===== src/sv/i2c_mbe_pkg.sv =====
// Shared types and constants for the I2C master byte engine.
package i2c_mbe_pkg;

	// Bits moved per byte command
	localparam int unsigned BITS_PER_BYTE = 8;

	// Register widths and reset values
	localparam int unsigned UNIT_W       = 16;
	localparam int unsigned POLL_W       = 8;
	localparam int unsigned DELAY_W      = 19;
	localparam int unsigned CFG_DATA_W   = 16;
	localparam int unsigned CFG_IDX_W    = 1;
	localparam logic [UNIT_W-1:0] UNIT_TICKS_RST     = 16'd100;
	localparam logic [POLL_W-1:0] ACK_POLL_LIMIT_RST = 8'd250;

	// Register indexes on the configuration port
	localparam logic [CFG_IDX_W-1:0] CFG_UNIT_TICKS     = 1'd0;
	localparam logic [CFG_IDX_W-1:0] CFG_ACK_POLL_LIMIT = 1'd1;

	// Command codes
	localparam logic [2:0] OP_START    = 3'd0;
	localparam logic [2:0] OP_STOP     = 3'd1;
	localparam logic [2:0] OP_WRITE    = 3'd2;
	localparam logic [2:0] OP_READ     = 3'd3;
	localparam logic [2:0] OP_WAIT_ACK = 3'd4;

	// One tick in: optional command plus the SDA sample
	typedef struct packed {
		logic       cmd_valid;
		logic [2:0] op;
		logic [7:0] tx_byte;
		logic       ack_after_read;
		logic       sda_sample;
	} in_item_t;

	// One tick out: line levels and status
	typedef struct packed {
		logic       scl_level;
		logic       sda_level;
		logic       sda_drive;
		logic       busy_res;
		logic       done_res;
		logic [7:0] rx_byte;
		logic       ack_error;
	} out_item_t;

endpackage


===== src/sv/i2c_master_byte_engine.sv =====
// I2C master byte engine: line sequencer stepped by one input beat per bus tick.
//
// Every input beat is one bus tick: it carries the sampled SDA level and,
// while the engine is idle, an optional command (start, stop, write byte,
// read byte, wait acknowledge). Each beat yields exactly one result beat with
// the SCL/SDA line state, busy, done, the last received byte and the
// acknowledge error flag. The tick is worked combinationally, so one beat
// is accepted per cycle while in_stall is low; a two-entry output (result
// register plus skid register) lets input keep flowing while a result
// waits, and in_stall rises only once both entries hold results. All bus
// timing counts beats, not clocks: each delay unit is unit_ticks beats.
module i2c_master_byte_engine (
	input  logic                                 clk,
	input  logic                                 arst_n,
	input  logic                                 in_valid,
	output logic                                 in_stall,
	input  i2c_mbe_pkg::in_item_t                in_data,
	output logic                                 out_valid,
	input  logic                                 out_stall,
	output i2c_mbe_pkg::out_item_t               out_data,
	input  logic                                 cfg_we,
	input  logic [i2c_mbe_pkg::CFG_IDX_W-1:0]    cfg_index,
	input  logic [i2c_mbe_pkg::CFG_DATA_W-1:0]   cfg_data
);
	import i2c_mbe_pkg::*;

	typedef enum logic [3:0] {
		PH_IDLE, PH_S_SDA, PH_S_END, PH_P_HI, PH_P_END, PH_W_HI, PH_W_LO,
		PH_W_NEXT, PH_R_HI, PH_R_NEXT, PH_RA_HI, PH_RA_END, PH_A_HI, PH_A_POLL
	} phase_t;

	typedef struct packed {
		phase_t             phase;
		logic [2:0]         cur_op;
		logic [7:0]         shift;
		logic [3:0]         bit_cnt;
		logic [DELAY_W-1:0] delay;
		logic [POLL_W-1:0]  poll;
		logic               ack_mode;
		logic               scl;
		logic               sda;
		logic               drv;
		logic [7:0]         rx;
		logic               err;
	} core_t;

	logic [UNIT_W-1:0]  unit_q;
	logic [POLL_W-1:0]  limit_q;
	core_t              st_q;
	core_t              st_d;
	logic               done_d;
	logic [DELAY_W-1:0] dly1, dly2, dly4;
	logic [POLL_W:0]    poll_inc;
	out_item_t          res_d;
	out_item_t          res_q;
	out_item_t          skid_q;
	logic               res_valid_q;
	logic               skid_valid_q;
	logic               in_acc;
	logic               res_free;

	// Delay loads in beats for 1, 2 and 4 units
	assign dly1     = DELAY_W'(unit_q);
	assign dly2     = DELAY_W'(unit_q) << 1;
	assign dly4     = DELAY_W'(unit_q) << 2;
	assign poll_inc = {1'b0, st_q.poll} + 1'b1;

	// Handshake: input stalls only with both output entries full
	assign in_stall  = skid_valid_q;
	assign in_acc    = in_valid && !skid_valid_q;
	assign out_valid = res_valid_q;
	assign out_data  = res_q;
	assign res_free  = !res_valid_q || !out_stall;

	// Configuration registers
	always_ff @(posedge clk or negedge arst_n) begin
		if (!arst_n) begin
			unit_q  <= UNIT_TICKS_RST;
			limit_q <= ACK_POLL_LIMIT_RST;
		end else if (cfg_we) begin
			case (cfg_index)
				CFG_UNIT_TICKS:     unit_q  <= cfg_data;
				CFG_ACK_POLL_LIMIT: limit_q <= cfg_data[POLL_W-1:0];
				default: ;
			endcase
		end
	end

	// One bus tick of the sequencer
	always_comb begin
		st_d   = st_q;
		done_d = 1'b0;
		if (st_q.phase == PH_IDLE) begin
			if (in_data.cmd_valid && in_data.op <= OP_WAIT_ACK) begin
				st_d.err    = 1'b0;
				st_d.cur_op = in_data.op;
				case (in_data.op)
					OP_START: begin
						st_d.drv = 1'b1; st_d.sda = 1'b1; st_d.scl = 1'b1;
						st_d.delay = dly4; st_d.phase = PH_S_SDA;
					end
					OP_STOP: begin
						st_d.drv = 1'b1; st_d.scl = 1'b0; st_d.sda = 1'b0;
						st_d.delay = dly4; st_d.phase = PH_P_HI;
					end
					OP_WRITE: begin
						// first bit goes out on the accepting tick
						st_d.drv     = 1'b1;
						st_d.scl     = 1'b0;
						st_d.sda     = in_data.tx_byte[7];
						st_d.shift   = {in_data.tx_byte[6:0], 1'b0};
						st_d.bit_cnt = 4'd1;
						st_d.delay   = dly2;
						st_d.phase   = PH_W_HI;
					end
					OP_READ: begin
						st_d.drv = 1'b0; st_d.ack_mode = in_data.ack_after_read;
						st_d.shift = '0; st_d.bit_cnt = '0; st_d.scl = 1'b0;
						st_d.delay = dly2; st_d.phase = PH_R_HI;
					end
					default: begin
						st_d.drv = 1'b0; st_d.sda = 1'b1; st_d.poll = '0;
						st_d.delay = dly1; st_d.phase = PH_A_HI;
					end
				endcase
			end
		end else if (st_q.delay != '0) begin
			st_d.delay = st_q.delay - 1'b1;
		end else begin
			case (st_q.phase)
				PH_S_SDA: begin
					st_d.sda = 1'b0; st_d.delay = dly4; st_d.phase = PH_S_END;
				end
				PH_S_END: begin
					st_d.scl = 1'b0; st_d.phase = PH_IDLE; done_d = 1'b1;
				end
				PH_P_HI: begin
					st_d.scl = 1'b1; st_d.sda = 1'b1;
					st_d.delay = dly4; st_d.phase = PH_P_END;
				end
				PH_P_END: begin
					// stop issued by a timed-out acknowledge wait flags the error
					if (st_q.cur_op == OP_WAIT_ACK) st_d.err = 1'b1;
					st_d.phase = PH_IDLE; done_d = 1'b1;
				end
				PH_W_HI: begin
					st_d.scl = 1'b1; st_d.delay = dly2; st_d.phase = PH_W_LO;
				end
				PH_W_LO: begin
					st_d.scl = 1'b0; st_d.delay = dly2; st_d.phase = PH_W_NEXT;
				end
				PH_W_NEXT: begin
					if (st_q.bit_cnt >= 4'(BITS_PER_BYTE)) begin
						st_d.phase = PH_IDLE; done_d = 1'b1;
					end else begin
						st_d.scl     = 1'b0;
						st_d.sda     = st_q.shift[7];
						st_d.shift   = {st_q.shift[6:0], 1'b0};
						st_d.bit_cnt = st_q.bit_cnt + 1'b1;
						st_d.delay   = dly2;
						st_d.phase   = PH_W_HI;
					end
				end
				PH_R_HI: begin
					st_d.scl     = 1'b1;
					st_d.shift   = {st_q.shift[6:0], in_data.sda_sample};
					st_d.bit_cnt = st_q.bit_cnt + 1'b1;
					st_d.delay   = dly1;
					st_d.phase   = PH_R_NEXT;
				end
				PH_R_NEXT: begin
					st_d.scl   = 1'b0;
					st_d.delay = dly2;
					if (st_q.bit_cnt < 4'(BITS_PER_BYTE)) begin
						st_d.phase = PH_R_HI;
					end else begin
						st_d.drv   = 1'b1;
						st_d.sda   = !st_q.ack_mode;
						st_d.phase = PH_RA_HI;
					end
				end
				PH_RA_HI: begin
					st_d.scl = 1'b1; st_d.delay = dly2; st_d.phase = PH_RA_END;
				end
				PH_RA_END: begin
					st_d.scl = 1'b0; st_d.rx = st_q.shift;
					st_d.phase = PH_IDLE; done_d = 1'b1;
				end
				PH_A_HI: begin
					st_d.scl = 1'b1; st_d.delay = dly1; st_d.phase = PH_A_POLL;
				end
				PH_A_POLL: begin
					if (!in_data.sda_sample) begin
						st_d.scl = 1'b0; st_d.phase = PH_IDLE; done_d = 1'b1;
					end else if (poll_inc > {1'b0, limit_q}) begin
						// timeout: fall into the stop sequence
						st_d.drv = 1'b1; st_d.scl = 1'b0; st_d.sda = 1'b0;
						st_d.delay = dly4; st_d.phase = PH_P_HI;
					end else begin
						st_d.poll = poll_inc[POLL_W-1:0];
					end
				end
				default: st_d.phase = PH_IDLE;
			endcase
		end
	end

	// Result beat for this tick
	always_comb begin
		res_d.scl_level = st_d.scl;
		res_d.sda_level = st_d.sda;
		res_d.sda_drive = st_d.drv;
		res_d.busy_res  = (st_d.phase != PH_IDLE);
		res_d.done_res  = done_d;
		res_d.rx_byte   = st_d.rx;
		res_d.ack_error = st_d.err;
	end

	// Sequencer state plus result and skid registers
	always_ff @(posedge clk or negedge arst_n) begin
		if (!arst_n) begin
			st_q.phase    <= PH_IDLE;
			st_q.cur_op   <= '0;
			st_q.shift    <= '0;
			st_q.bit_cnt  <= '0;
			st_q.delay    <= '0;
			st_q.poll     <= '0;
			st_q.ack_mode <= 1'b0;
			st_q.scl      <= 1'b1;
			st_q.sda      <= 1'b1;
			st_q.drv      <= 1'b1;
			st_q.rx       <= '0;
			st_q.err      <= 1'b0;
			res_valid_q   <= 1'b0;
			skid_valid_q  <= 1'b0;
		end else begin
			if (in_acc) st_q <= st_d;
			if (res_free) begin
				if (skid_valid_q) begin
					res_q        <= skid_q;
					res_valid_q  <= 1'b1;
					skid_valid_q <= 1'b0;
				end else begin
					res_q       <= res_d;
					res_valid_q <= in_acc;
				end
			end else if (in_acc) begin
				skid_q       <= res_d;
				skid_valid_q <= 1'b1;
			end
		end
	end

endmodule


===== config.mk =====
export PLATFORM = sky130hd
export DESIGN_NAME = i2c_master_byte_engine
export DESIGN_NICKNAME = d
export VERILOG_FILES = /design/src/sv/i2c_mbe_pkg.sv /design/src/sv/i2c_master_byte_engine.sv
export SDC_FILE = /design/constraint.sdc
export NUM_CORES = 1
export LEC_CHECK = 0
export BUFFER_PORTS_ARGS = -buffer_cell sky130_fd_sc_hd__buf_2
export CORE_AREA = 10 10 119 121
export CTS_BUF_LIST = sky130_fd_sc_hd__clkbuf_8
export DETAILED_ROUTE_END_ITERATION = 8
export DIE_AREA = 0 0 129 131
export PLACE_DENSITY = 0.84
export SYNTH_ARGS = -nofsm -noshare
export SYNTH_HDL_FRONTEND = slang
export SYNTH_SLANG_ARGS = --single-unit

===== constraint.sdc =====
create_clock -name clk -period 7.15 [get_ports clk]
set_clock_uncertainty 0.05 [all_clocks]
set_input_delay 0.715 -clock clk [delete_from_list [all_inputs] [get_ports clk]]
set_output_delay 0.715 -clock clk [all_outputs]
set_load 0.05 [all_outputs]

==> summary.md <==
| Metric | Value |
|---|---|
| Clock Latency Late Sink | `0.45 ns` |
| Seq pwr share | `0.382` |
| Initial antenna violation count | `0` |
| Main area contributors after synthesis | `dfrtp_1 26%, edfxtp_1 12%, mux2_2 7.0%` |
| Slew @ Worst Pin | `1.23 ns` |
| DR DRC count | `6` |
| Post-synth ARST share | `0.752` |
| Initial Util | `0.589` |
| Area of the multi-input gates | `~3700 um^2` |
| Number of fill cells | `922` |
| First-pass GRT wire length | `roughly 29000 um` |
| Unrepaired setup endpoints after global routing | `false` |
| CTS tree | `built` |
| FF/Latch Area | `2980 um^2` |
| Ys flop type | `dfrtp_1` |
| Hold Path Class | `in -> async` |
| Power Dens Cells | `351 nW/um^2` |
| CP Buf/Inv Count | `0` |
| Clock Pin Slew Worst Setup and Hold Paths | `0.07 ns` |
| Comb pwr share | `0.358` |
| Fin util | `0.652` |
| Fmax | `0.281 GHz` |
| # Max-Cap Violations | `0` |
| GPL Wtd Cong | `0.968` |
| Total Power | `about 0.0027 W` |
| Number of I/O pins | `52` |
| Syn Nets | `746` |
| Peak supply drop | `0.195 mV` |
| Worst path max stage delay | `between 0.7 and 0.8 ns` |
| Area Overhead vs Synth | `10.8%` |
| Die ar. | `between 15000 and 20000 um^2` |
| Crit path DAT | `3.68 ns` |
| Die width | `129 um` |
| CTS Hold Bufs | `0` |
| Post-CTS sizing | `0` |
| Post-synthesis sequential area ratio | `0.429` |
| Final hold vios | `0` |
| Critical-path maximum fanout | `7` |
| Bufs on Longest Clock Path | `2` |
| Vias | `a little under 6000` |
| Number of global-route vias before repair | `between 5000 and 6000` |
| Synth cell types | `79` |
| Core area | `11800 um^2` |
| GRT Overall Usage | `0.219` |
| R2R depth | `10` |
| Starting DRC count in detailed routing | `706` |
| Fin crit share | `0.498` |
| Yosys top cell area share | `0.263` |
| WL/cell | `20.3 um` |
| CP Class | `reg -> reg` |
| Final nets | `778` |
| Ys Warns | `0` |
| Core Rows | `40` |
| Port-buffer cells | `51` |
| Sw Pwr | `0.00107 W` |
| Total CTS buffers | `17` |
| Minimum clock period | `3.56 ns` |
| Leakage | `around 3.2 nW` |
| Final setup vio count | `0` |
| TritonCTS Sinks | `roughly 110` |
| Pins Over Slew Limit | `0` |
| Element type at the critical path end | `flip-flop` |
| EDFF count, synth | `28` |
| Most frequent CP cell | `and3_1` |
| R2r endpoint | `out_data[13]` |
| CP cell instances | `and3_1 > and3_1 > and2_1 > or2_2 > ha_1 > nand3_1 > a211oi_1 > nor3_1 > o311ai_0 > a2bb2oi_1` |
| Synth Cell Area | `6950 um^2` |
| Mapped Cells | `around 700` |
| Net Sw Frac | `0.394` |
| Antenna Nets Post-Route | `0` |
| Antenna Diode Count | `0` |
| CP top delay family | `compound AO/OA/AOI/OAI gates` |
| Avg Synthesized Cell Area | `9.97 um^2` |
| Type of origin of the critical path | `flip-flop` |
| Drt total wl | `18000 um` |
| Most common cell in the synthesized netlist | `dfrtp_1` |
| Post-CTS Setup Inserts | `0` |
| Slowest cell on the critical path | `o311ai_0` |
| Share of layout cells above drive strength 1 | `0.233` |
| Crit path depth | `10` |
| Detail Placement HPWL | `12800 um` |
| Die Ht | `131 um` |
| Largest net degree at the start of global routing | `73` |
| Req. time, crit path | `between 7 and 8 ns` |
| CTS root buf | `clkbuf_8` |
| Clock power share | `0.260` |
| # H-tree levels | `4` |
| Worst r2r src | `st_q[15]` |
| Yosys reg bits | `113` |
| Grt ovf | `0` |
| Reg2reg setup slack | `3.59 ns` |
| Vias per inst | `6.64` |
| Synth top cells by count | `73 x dfrtp_1, 62 x nand2_1, 52 x nor2_1` |
| Failing checks | `DRC` |
| Outcome | `finished, violations left` |
| Power Internal | `0.00164 W` |
| Rel. slew slack | `0.178` |
| Setup_tns | `0 ns` |
| Leading area contributor after synthesis | `dfrtp_1` |
| First-pass DRT Iterations | `9` |
==> per-layer routing <==
metal | vias to the layer above | GRT usage | routed length (um)
met5 | - | 0 | 0
met4 | 0 | 0.116 | 718
met3 | 71 | 0.0500 | 1340
met1 | 2847 | 0.271 | 7240
met2 | 293 | 0.352 | 8730
li1 | 2695 | - | -
==> worst max path at each step <==
stage	start	to	slack [ns]
3_5_place_dp	st_q[56]	st_q[44]	3.65
6_report	st_q[15]	out_data[13]	3.59
4_1_cts	st_q[56]	st_q[44]	3.66
5_1_grt	st_q[56]	st_q[40]	3.29
3_3_place_gp	st_q[56]	st_q[44]	3.78
2_1_floorplan	st_q[15]	st_q[23]	4.08
==> power by group through the flow <==
stage                     clock (W)  sequential [W]  combinational [W]
after floorplan                   0        0.000964           0.000774
after global placement            0         0.00102           0.000918
after detailed placement          0         0.00104           0.000945
after CTS                  0.000711         0.00102           0.000951
after global routing       0.000743         0.00106            0.00106
final                      0.000702         0.00103           0.000969
==> registers in the layout (all words and copies together) (netlist names) <==
name	flops
st_q	59
out_data	14
skid_q	14
unit_q	16
out_valid	1
in_stall	1
limit_q	8
==> stage by stage <==
| stage | cell area, um^2 | hold slack, ns | setup slack (ns) | cells |
|---|---|---|---|---|
| finish | 7700 | 0.0610 | 3.59 | 889 |
| global route | 7700 | 0.0510 | 3.29 | 889 |
| CTS | 7700 | 0.0418 | 3.66 | 889 |
| detailed placement | 7240 | 0.418 | 3.65 | 857 |
| global placement | 7240 | 0.412 | 3.78 | 857 |
| floorplan | 6950 | 0.369 | 4.08 | 697 |
==> cell usage in the layout (no fill, tap or decap), drive strengths merged, types with 13 or more instances in the layout <==
cell type / Yosys / layout
clkbuf: 27 / 18
ha: 13 / 13
buf: 17 / 57
a21oi: 40 / 40
nor2: 53 / 53
inv: 20 / 23
mux2: 61 / 61
dfrtp: 73 / 73
edfxtp: 28 / 28
o21ai: 51 / 51
nand3: 17 / 17
mux2i: 18 / 18
nor3: 16 / 16
nand2: 63 / 63
==> logic make-up (layout without fill, tap and decap cells) <==
logic type | count (synthesis) | in the layout | share of synthesized area
simple gates | 213 | 213 | 0.164
compound gates | 204 | 204 | 0.202
flops | 113 | 113 | 0.429
mux | 79 | 79 | 0.129
buf+inv | 65 | 110 | 0.0396
fa+ha+maj | 13 | 13 | 0.0234
xor+xnor | 10 | 10 | 0.0126
==> cell type report <==
class                           instances  share of cell area
Tap cell                              147              0.0239
Clock buffer                           18              0.0322
Multi-Input combinational cell        519               0.480
Sequential cell                       113               0.387
Clock inverter                         14              0.0275
Inverter                               21              0.0102
Timing Repair Buffer                   57              0.0393
(Power assumes the default switching activity.)
